===== src/rtl/pps_pkg.sv =====
`default_nettype none

package pps_pkg;

  localparam int DEF_MAX_JOBS  = 8;
  localparam int DEF_TIME_BITS = 32;

  localparam logic [31:0] MAX_SLEEP_RST = 32'd100;

  // Configuration register indexes.
  localparam logic CFG_MAX_SLEEP = 1'b0;
  localparam logic CFG_RUNNING   = 1'b1;

  // Outcome codes of a report; both failure codes are treated alike.
  localparam logic [1:0] OUTC_SUCCESS     = 2'd0;
  localparam logic [1:0] OUTC_PENDING     = 2'd1;
  localparam logic [1:0] OUTC_FAILURE     = 2'd2;
  localparam logic [1:0] OUTC_FAILURE_ALT = 2'd3;

  typedef enum logic [1:0] {
    CMD_REGISTER = 2'd0,
    CMD_POLL     = 2'd1,
    CMD_REPORT   = 2'd2,
    CMD_NONE     = 2'd3
  } cmd_t;

  typedef enum logic [1:0] {
    KIND_REG_ACK = 2'd0,
    KIND_SERVICE = 2'd1,
    KIND_SLEEP   = 2'd2,
    KIND_REP_ACK = 2'd3
  } kind_t;

  typedef enum logic [1:0] {
    MARK_NONE    = 2'd0,
    MARK_INIT    = 2'd1,
    MARK_SUCCESS = 2'd2,
    MARK_FAIL    = 2'd3
  } mark_t;

  typedef enum logic [3:0] {
    S_IDLE,
    S_REG,
    S_POLL,
    S_POLL_END,
    S_REP_RD,
    S_REP_CALC,
    S_REP_DIV,
    S_REP_WR,
    S_DONE
  } state_t;

endpackage

`default_nettype wire


===== src/rtl/pps_job_mem.sv =====
`default_nettype none

// Job table: one synchronous memory, one write and one read port,
// registered read data.
module pps_job_mem #(
  parameter int DEPTH = pps_pkg::DEF_MAX_JOBS,
  parameter int W     = 4 * pps_pkg::DEF_TIME_BITS,
  localparam int AW   = (DEPTH > 1) ? $clog2(DEPTH) : 1
) (
  input  wire logic          clk,
  input  wire logic          we,
  input  wire logic [AW-1:0] waddr,
  input  wire logic [W-1:0]  wdata,
  input  wire logic [AW-1:0] raddr,
  output logic      [W-1:0]  rdata
);

  logic [W-1:0] mem [DEPTH];

  always_ff @(posedge clk) begin
    if (we) begin
      mem[waddr] <= wdata;
    end
    rdata <= mem[raddr];
  end

endmodule

`default_nettype wire


===== src/rtl/pps_div.sv =====
`default_nettype none

// Restoring divider, one quotient bit per cycle. Only the remainder is kept.
module pps_div #(
  parameter int W = pps_pkg::DEF_TIME_BITS
) (
  input  wire logic         clk,
  input  wire logic         rst,
  input  wire logic         start,
  input  wire logic [W-1:0] dividend,
  input  wire logic [W-1:0] divisor,
  output logic              done,
  output logic      [W-1:0] rem
);

  localparam int CNTW = $clog2(W + 1);

  logic            busy;
  logic [CNTW-1:0] cnt;
  logic [W:0]      acc;
  logic [W-1:0]    dvd;
  logic [W-1:0]    dsr;
  logic [W:0]      shifted;
  logic            sub_ok;

  assign shifted = {acc[W-1:0], dvd[W-1]};
  assign sub_ok  = shifted >= {1'b0, dsr};
  assign rem     = acc[W-1:0];

  always_ff @(posedge clk) begin
    if (rst) begin
      busy <= 1'b0;
      done <= 1'b0;
    end else begin
      done <= 1'b0;
      if (start) begin
        busy <= 1'b1;
        cnt  <= '0;
        acc  <= '0;
        dvd  <= dividend;
        dsr  <= divisor;
      end else if (busy) begin
        acc <= sub_ok ? (shifted - {1'b0, dsr}) : shifted;
        dvd <= {dvd[W-2:0], 1'b0};
        cnt <= cnt + 1'b1;
        if (cnt == CNTW'(W - 1)) begin
          busy <= 1'b0;
          done <= 1'b1;
        end
      end
    end
  end

endmodule

`default_nettype wire


===== src/rtl/periodic_poll_scheduler_top.sv =====
`default_nettype none

// Periodic poll scheduler. Holds a table of periodic jobs and answers one
// command beat on the input channel with exactly one result beat on the
// output channel (command code three is dropped without a result).
// Both channels use valid/ready; a beat moves when both are high.
// A register command stores a new job while the scheduler is stopped.
// A poll command scans the table and returns the earliest due job, or a
// sleep time when nothing is due. A report command applies a job outcome
// and computes its next due time, skipping missed periods.
// A poll does one table read per cycle through the memory read port, and
// a report waits for the bit-serial remainder unit to finish its work.
// One command is worked on at a time; the next command beat is taken as
// soon as the block is back in idle, even while the previous result still
// waits in the output register. If the receiver stalls, the result holds
// and a finished next result waits until the output register frees up.
// Reset clears the job count, the flags and the configuration (max_sleep
// 100, running 0); the table memory itself is not cleared.
// The configuration port writes max_sleep or running.
module periodic_poll_scheduler_top #(
  parameter int MAX_JOBS  = pps_pkg::DEF_MAX_JOBS,
  parameter int TIME_BITS = pps_pkg::DEF_TIME_BITS
) (
  input  wire logic        clk,
  input  wire logic        rst,
  input  wire logic        cfg_we,
  input  wire logic        cfg_index,
  input  wire logic [31:0] cfg_data,
  input  wire logic        in_valid,
  output logic             in_ready,
  input  wire logic [1:0]  command,
  input  wire logic [31:0] now,
  input  wire logic [31:0] period,
  input  wire logic [31:0] phase,
  input  wire logic [31:0] job_timeout,
  input  wire logic [2:0]  slot,
  input  wire logic [1:0]  outcome,
  input  wire logic [31:0] deadline,
  output logic             out_valid,
  input  wire logic        out_ready,
  output logic [1:0]       kind,
  output logic             accepted,
  output logic [2:0]       job_index,
  output logic             do_init,
  output logic [31:0]      service_timeout,
  output logic [31:0]      sleep_time,
  output logic [1:0]       mark,
  output logic [31:0]      next_due
);

  localparam int T    = TIME_BITS;
  localparam int AW   = (MAX_JOBS > 1) ? $clog2(MAX_JOBS) : 1;
  localparam int CW   = $clog2(MAX_JOBS + 1);
  localparam int CMPW = (CW > 3) ? CW : 3;
  // Entry layout: period, timeout, due time, cycle start.
  localparam int EW   = 3 * T + 32;
  localparam int CS_LO  = 0;
  localparam int DUE_LO = T;
  localparam int TMO_LO = 2 * T;
  localparam int PER_LO = 2 * T + 32;

  pps_pkg::state_t state, state_next;

  // Configuration.
  logic [31:0] max_sleep;
  logic        running;

  // Table bookkeeping.
  logic [CW-1:0]       job_count;
  logic [MAX_JOBS-1:0] init_done;
  logic [MAX_JOBS-1:0] pending;

  // Latched command.
  logic [T-1:0] r_now, r_per, r_phase, r_deadline;
  logic [31:0] r_tmo;
  logic [2:0]  r_slot;
  logic [1:0]  r_outcome;

  // Memory ports.
  logic          mem_we;
  logic [AW-1:0] mem_waddr, mem_raddr;
  logic [EW-1:0] mem_wdata, mem_rdata;

  // Scan state.
  logic [CW-1:0] scan_idx;
  logic          scan_dv;
  logic [AW-1:0] cmp_idx;
  logic          found;
  logic [AW-1:0] best_idx;
  logic [T-1:0]  best_due;
  logic [31:0]   best_tmo;
  logic [31:0]   minw;

  // Report working entry.
  logic [T-1:0] e_per, e_due, e_cs;
  logic [31:0]  e_tmo;

  // Result waiting for the output register.
  logic [1:0]  res_kind;
  logic        res_acc;
  logic [2:0]  res_idx;
  logic        res_init;
  logic [31:0] res_tmo;
  logic [31:0] res_sleep;
  logic [1:0]  res_mark;
  logic [31:0] res_due;

  logic         div_start, div_done;
  logic [T-1:0] div_dividend, div_divisor, div_rem;

  logic         accept;
  logic         slot_ok_in;
  logic         reg_ok;
  logic [AW-1:0] slot_a;
  logic [T-1:0] d_per, d_due, d_cs;
  logic [31:0]  d_tmo;
  logic [T-1:0] cs_sel;
  logic [T-1:0] late, ahead;
  logic         is_due, is_earlier;

  assign accept     = in_valid & in_ready;
  assign slot_ok_in = CMPW'(slot) < CMPW'(job_count);
  assign reg_ok     = !running && (job_count != CW'(MAX_JOBS)) && (r_per != '0);
  assign slot_a     = AW'(r_slot);

  assign d_cs  = mem_rdata[CS_LO +: T];
  assign d_due = mem_rdata[DUE_LO +: T];
  assign d_tmo = mem_rdata[TMO_LO +: 32];
  assign d_per = mem_rdata[PER_LO +: T];

  // Wrap-around due tests use the sign of the difference.
  assign late       = r_now - d_due;
  assign ahead      = best_due - d_due;
  assign is_due     = !late[T-1];
  assign is_earlier = !found || !ahead[T-1];

  assign cs_sel       = pending[slot_a] ? d_cs : d_due;
  assign div_dividend = r_now - cs_sel;
  assign div_divisor  = (d_per == '0) ? T'(1) : d_per;

  pps_job_mem #(.DEPTH(MAX_JOBS), .W(EW)) u_mem (
    .clk   (clk),
    .we    (mem_we),
    .waddr (mem_waddr),
    .wdata (mem_wdata),
    .raddr (mem_raddr),
    .rdata (mem_rdata)
  );

  pps_div #(.W(T)) u_div (
    .clk      (clk),
    .rst      (rst),
    .start    (div_start),
    .dividend (div_dividend),
    .divisor  (div_divisor),
    .done     (div_done),
    .rem      (div_rem)
  );

  always_ff @(posedge clk) begin
    if (rst) begin
      state <= pps_pkg::S_IDLE;
    end else begin
      state <= state_next;
    end
  end

  always_comb begin
    state_next = state;
    in_ready   = 1'b0;
    mem_we     = 1'b0;
    mem_waddr  = '0;
    mem_wdata  = '0;
    mem_raddr  = '0;
    div_start  = 1'b0;
    case (state)
      pps_pkg::S_IDLE: begin
        in_ready = 1'b1;
        if (in_valid) begin
          case (command)
            pps_pkg::CMD_REGISTER: state_next = pps_pkg::S_REG;
            pps_pkg::CMD_POLL:     state_next = pps_pkg::S_POLL;
            pps_pkg::CMD_REPORT:   state_next = slot_ok_in ? pps_pkg::S_REP_RD
                                                           : pps_pkg::S_DONE;
            default:               state_next = pps_pkg::S_IDLE;
          endcase
        end
      end
      pps_pkg::S_REG: begin
        mem_we    = reg_ok;
        mem_waddr = job_count[AW-1:0];
        mem_wdata = {r_per, r_tmo, T'(r_now + r_phase), T'(0)};
        state_next = pps_pkg::S_DONE;
      end
      pps_pkg::S_POLL: begin
        mem_raddr = scan_idx[AW-1:0];
        if (scan_idx == job_count && !scan_dv) begin
          state_next = pps_pkg::S_POLL_END;
        end
      end
      pps_pkg::S_POLL_END: state_next = pps_pkg::S_DONE;
      pps_pkg::S_REP_RD: begin
        mem_raddr  = slot_a;
        state_next = pps_pkg::S_REP_CALC;
      end
      pps_pkg::S_REP_CALC: begin
        if (init_done[slot_a] && r_outcome != pps_pkg::OUTC_PENDING) begin
          div_start  = 1'b1;
          state_next = pps_pkg::S_REP_DIV;
        end else begin
          state_next = pps_pkg::S_REP_WR;
        end
      end
      pps_pkg::S_REP_DIV: begin
        if (div_done) begin
          state_next = pps_pkg::S_REP_WR;
        end
      end
      pps_pkg::S_REP_WR: begin
        mem_we     = 1'b1;
        mem_waddr  = slot_a;
        mem_wdata  = {e_per, e_tmo, e_due, e_cs};
        state_next = pps_pkg::S_DONE;
      end
      pps_pkg::S_DONE: begin
        if (!out_valid || out_ready) begin
          state_next = pps_pkg::S_IDLE;
        end
      end
      default: state_next = pps_pkg::S_IDLE;
    endcase
  end

  // Configuration, bookkeeping and the output register.
  always_ff @(posedge clk) begin
    if (rst) begin
      max_sleep <= pps_pkg::MAX_SLEEP_RST;
      running   <= 1'b0;
      job_count <= '0;
      init_done <= '0;
      pending   <= '0;
      out_valid <= 1'b0;
    end else begin
      if (cfg_we) begin
        case (cfg_index)
          pps_pkg::CFG_MAX_SLEEP: max_sleep <= cfg_data;
          pps_pkg::CFG_RUNNING:   running   <= cfg_data[0];
          default:                running   <= running;
        endcase
      end
      if (state == pps_pkg::S_REG && reg_ok) begin
        job_count                      <= job_count + 1'b1;
        init_done[job_count[AW-1:0]]   <= 1'b0;
        pending[job_count[AW-1:0]]     <= 1'b0;
      end
      if (state == pps_pkg::S_REP_CALC) begin
        if (!init_done[slot_a]) begin
          if (r_outcome == pps_pkg::OUTC_SUCCESS) begin
            init_done[slot_a] <= 1'b1;
          end
        end else begin
          pending[slot_a] <= (r_outcome == pps_pkg::OUTC_PENDING);
        end
      end
      if (state == pps_pkg::S_DONE && (!out_valid || out_ready)) begin
        out_valid <= 1'b1;
      end else if (out_ready) begin
        out_valid <= 1'b0;
      end
    end
  end

  // Datapath registers; none of these need a reset.
  always_ff @(posedge clk) begin
    if (accept) begin
      r_now      <= now[T-1:0];
      r_per      <= period[T-1:0];
      r_phase    <= phase[T-1:0];
      r_tmo      <= job_timeout;
      r_slot     <= slot;
      r_outcome  <= outcome;
      r_deadline <= deadline[T-1:0];
      scan_idx   <= '0;
      scan_dv    <= 1'b0;
      found      <= 1'b0;
      minw       <= max_sleep;
      res_acc    <= 1'b0;
      res_idx    <= '0;
      res_init   <= 1'b0;
      res_tmo    <= '0;
      res_sleep  <= '0;
      res_mark   <= pps_pkg::MARK_NONE;
      res_due    <= '0;
      case (command)
        pps_pkg::CMD_REGISTER: res_kind <= pps_pkg::KIND_REG_ACK;
        pps_pkg::CMD_POLL:     res_kind <= pps_pkg::KIND_SLEEP;
        default:               res_kind <= pps_pkg::KIND_REP_ACK;
      endcase
    end

    case (state)
      pps_pkg::S_REG: begin
        if (reg_ok) begin
          res_acc <= 1'b1;
          res_idx <= 3'(job_count[AW-1:0]);
          res_due <= 32'(T'(r_now + r_phase));
        end
      end
      pps_pkg::S_POLL: begin
        if (scan_idx != job_count) begin
          scan_idx <= scan_idx + 1'b1;
          cmp_idx  <= scan_idx[AW-1:0];
          scan_dv  <= 1'b1;
        end else begin
          scan_dv <= 1'b0;
        end
        if (scan_dv) begin
          // A tie goes to the later slot, since equal times count as earlier.
          if (is_due && is_earlier) begin
            found    <= 1'b1;
            best_idx <= cmp_idx;
            best_due <= d_due;
            best_tmo <= d_tmo;
          end
          if (32'(T'(d_due - r_now)) < minw) begin
            minw <= 32'(T'(d_due - r_now));
          end
        end
      end
      pps_pkg::S_POLL_END: begin
        if (found) begin
          res_kind <= pps_pkg::KIND_SERVICE;
          res_idx  <= 3'(best_idx);
          res_init <= !init_done[best_idx];
          res_tmo  <= best_tmo;
        end else begin
          res_sleep <= (minw == '0) ? 32'd1 : minw;
        end
      end
      pps_pkg::S_REP_CALC: begin
        e_per   <= d_per;
        e_tmo   <= d_tmo;
        res_acc <= 1'b1;
        if (!init_done[slot_a]) begin
          e_due    <= d_due + d_per;
          e_cs     <= d_cs;
          res_mark <= (r_outcome == pps_pkg::OUTC_SUCCESS) ? pps_pkg::MARK_INIT
                                                           : pps_pkg::MARK_FAIL;
        end else begin
          e_cs <= cs_sel;
          if (r_outcome == pps_pkg::OUTC_PENDING) begin
            e_due    <= r_deadline;
            res_mark <= pps_pkg::MARK_NONE;
          end else begin
            e_due    <= d_due;
            res_mark <= (r_outcome == pps_pkg::OUTC_SUCCESS) ? pps_pkg::MARK_SUCCESS
                                                             : pps_pkg::MARK_FAIL;
          end
        end
      end
      pps_pkg::S_REP_DIV: begin
        // Next period point after now: cycle start plus (missed + 1) periods,
        // which equals now minus the remainder plus one period.
        if (div_done) begin
          e_due <= r_now - div_rem + e_per;
        end
      end
      pps_pkg::S_REP_WR: begin
        res_due <= 32'(e_due);
      end
      default: begin
      end
    endcase

    if (state == pps_pkg::S_DONE && (!out_valid || out_ready)) begin
      kind            <= res_kind;
      accepted        <= res_acc;
      job_index       <= res_idx;
      do_init         <= res_init;
      service_timeout <= res_tmo;
      sleep_time      <= res_sleep;
      mark            <= res_mark;
      next_due        <= res_due;
    end
  end

endmodule

`default_nettype wire


===== config.mk =====
export PLATFORM = sky130hd
export DESIGN_NAME = periodic_poll_scheduler_top
export DESIGN_NICKNAME = d
export VERILOG_FILES = /design/src/rtl/pps_pkg.sv /design/src/rtl/pps_job_mem.sv /design/src/rtl/pps_div.sv /design/src/rtl/periodic_poll_scheduler_top.sv
export SDC_FILE = /design/constraint.sdc
export NUM_CORES = 2
export LEC_CHECK = 0
export BUFFER_PORTS_ARGS = -buffer_cell sky130_fd_sc_hd__buf_2
export CORE_AREA = 8 8 512 313
export DETAILED_ROUTE_END_ITERATION = 10
export DIE_AREA = 0 0 520 321
export GPL_TIMING_DRIVEN = 0
export PLACE_DENSITY = 0.74
export SYNTH_ARGS = -nofsm -noshare
export SYNTH_HDL_FRONTEND = slang
export SYNTH_SLANG_ARGS = --single-unit

===== constraint.sdc =====
create_clock -name clk -period 10.7 [get_ports clk]
set_clock_uncertainty 0.1 [all_clocks]
set_input_delay 1.605 -clock clk [delete_from_list [all_inputs] [get_ports clk]]
set_output_delay 1.605 -clock clk [all_outputs]
set_load 0.02 [all_outputs]

==> metrics.csv <==
stage,metric,value,unit
die,initial_core_util,55.2,%
clock_tree,cts_tree,built,
finish,drive_gt1_share,9.43,%
logic_synthesis,avgSynthCellArea,11.3,sq um
setup_path,critPathLaunchType,register,
sta,slew_violations,66,
route,routed_wl,301,mm
placed_design,dpl-instance-area,90500,sq um
route,drc,0,
route,wire_per_inst,29.4,um
die,ios,312,
clock_tree,path_clk_slew,70,ps
sta,tightest_slew,1670,ps
sta,finalHoldViolCount,0,
die,die_w,520,um
setup_path,required,11190,ps
sta,fin_crit_sh,64.6,%
logic_synthesis,yosysSeqAreaShare,64.3,%
clock_tree,h-tree-depth,4,
logic_synthesis,async_flop_share,0,%
route,firstDrtPassIters,10,
route,vias_per_cell,6.32,
setup_path,worstSetupPathType,register to register,
placed_design,io_buffer_count,310,
clock_tree,clk_latency,880,ps
die,die_y,321,um
grt,overflow,0,
sta,rsz0062_at_grt,no,
finish,multiInputGateArea,27700,sq um
finish,final_cell_mix,"1720 x nand2_1, 1597 x edfxtp_1, 750 x nand3_1",
finish,ff_latch_area,54500,sq um
route,ant_nets,0,
sta,period_needed,6910,ps
sta,fmax,145,MHz
finish,final_nets,8551,
clock_tree,cts-resized-gates,0,
logic_synthesis,ys_dominant_reg_cell,edfxtp_1,
logic_synthesis,syn-cell-area,84700,sq um
sta,relSlewSlack,-12.4,%
setup_path,cp_max_fo,10,
placed_design,routabilityCongestion,1.03,
clock_tree,cts_buffer_depth,3,
die,rows,112,
logic_synthesis,yosys_warnings,0,
finish,nFillCells,11800,
route,dr.first_iter.drc_count,10200,
logic_synthesis,syn_inst,7467,
logic_synthesis,synth_cell_types,95,
die,core_area,153000,sq um
finish,final_area,96700,sq um
clock_tree,numCtsBuffers,170,
route,num_vias,64800,
run,drv_cap,9,
die,die_area,167000,sq um
power,powerDensity,238,nW/um^2
logic_synthesis,synth_area_leader_cell,edfxtp_1,
logic_synthesis,synth.top_cell.area_share,56.6,%
outcome,failed_checks,"max-capacitance violations, max-slew violations",
finish,final_util,63.0,%
grt,antenna_found_initial,30,
power,total_leakage_power,0.0366,uW
clock_tree,cts_hold_buf,0,
clock_tree,clockRootBuffer,clkbuf_16,
finish,final_common_cell,nand2_1,
logic_synthesis,yosys-top-cells-area,"edfxtp_1 57%, dfxtp_1 7.7%, nand2_1 7.6%",
grt,grt_pass1_wl,424,mm
grt,grt_max_degree,67,
clock_tree,cts.sinks,1925,
min_path,hold_path_class,register to register,
power,ir_drop,0.000182,V
grt,grt_usage,35.0,%
logic_synthesis,syn-num-nets,7994,
clock_tree,postCtsSetupRepairBufs,0,
sta,setup_viol_count_final,0,
logic_synthesis,synth_enable_flop_cells,1597,
logic_synthesis,synth-seq-cells,1925,
grt,first_global_vias,59800,
outcome,status,"finished, violations left",
setup_path,worstPathArrival,7400,ps
finish,area_growth,14.2,%
placed_design,hpwl,221,mm
setup_path,endpoint_kind,register,
cell usage after synthesis (27+ instances only):
library cell,count
a211oi_1,38
a21o_1,128
a21oi_1,266
a22o_1,40
a31oi_1,40
and2_1,47
buf_1,51
buf_2,29
clkbuf_1,324
dfxtp_1,328
edfxtp_1,1597
fa_1,36
ha_1,286
inv_1,280
mux2i_1,61
nand2_1,1720
nand2b_1,33
nand3_1,750
nand4_1,42
nor2_1,261
nor2b_1,35
nor3_1,55
nor4_1,31
o211ai_1,74
o21a_1,35
o21ai_0,406
o21ai_1,27
xnor2_1,95
xor2_1,60
cells by family (layout without fill, tap and decap cells):
group / Yosys count / after routing / share of synthesized area (%)
other: 0 / 26 / 0
DFF: 1925 / 1925 / 64.3
xor gates and xnor gates: 155 / 155 / 1.60
muxes: 68 / 68 / 0.840
AOI/OAI and AO/OA: 1241 / 1241 / 9.31
buffers and inverters: 691 / 1397 / 3.14
and+or+nand+nor: 3065 / 3065 / 15.7
adders and majority gates: 322 / 322 / 5.07
layer usage:
metal  wire (um)  part of all wire [%]  track usage, %  vias to the layer above
met5          82                 0.027               0                        -
met4       12800                   4.3            13.4                       14
met3       49900                    17            15.4                      626
met2      119000                    39            46.8                     4695
met1      120000                    40            49.9                    31600
li1            -                     -               -                    27900
path summary, 6_finish.rpt:
path	start	end	slack, ps	depth (start not counted)
worst max register to register	r_slot[1]	u_div.dvd[31]	3790	19
worst min-delay path	res_mark[0]	mark[0]	320	0
worst max-delay path	r_slot[1]	u_div.dvd[31]	3790	19
worst min register to register	res_mark[0]	mark[0]	320	0
cell type report:
cell class	count	share of cell area, %
antenna	26	0.0673
buffer	410	1.68
clock buffer	245	5.02
clock inverter	76	1.28
inverter	281	1.10
multi-input combinational	4851	28.6
sequential	1925	56.4
tap	2052	2.65
timing repair buffer	385	3.22
stage by stage:
step                      setup slack [ps]  hold WS (ps)  cells  TNS (ps)  total power [uW]
after CTS                             4100           323  10200         0             22700
after floorplan                       3080           300   7467         0             13500
after global placement               -3750           301   9829  -3445870             16000
final                                 3790           324  10300         0             23000
after detailed placement              4120           308   9903         0             16000
after global routing                  3570           335  10200         0             23700
where the power goes:
group	switching, uW	total, uW	internal [uW]
Sequential	838	9890	9050
Combinational	4380	6400	2020
Clock	2960	6690	3730
state kept, by name (all words and copies together) (netlist names), 32 cells and up:
signal	flops
e_tmo	32
max_sleep	32
service_timeout	32
e_per	32
u_div.dvd	32
r_deadline	32
e_cs	32
best_due	32
res_tmo	32
e_due	32
r_phase	32
u_mem.mem	1024
res_due	32
r_tmo	32
best_tmo	32
minw	32
u_mem.rdata	128
u_div.dsr	32
r_per	32
next_due	32
u_div.acc	32
res_sleep	32
sleep_time	32
r_now	32
critical path: stages (launching register included):
cell and delay, ps:
edfxtp_1 450, clkbuf_1 300, nand2_1 230, nor2_1 100
a22o_1 200, a221oi_1 300, and3_1 370, buf_2 290
buf_2 370, mux2i_1 1060, ha_1 360, nand2_1 150
nor3_1 290, nand2_1 100, a2111oi_0 1020, o21ai_1 230
o21ai_2 290, o31ai_4 170, xnor2_1 210, o21ai_2 60
No activity file was read; power rests on OpenSTA's default activity.
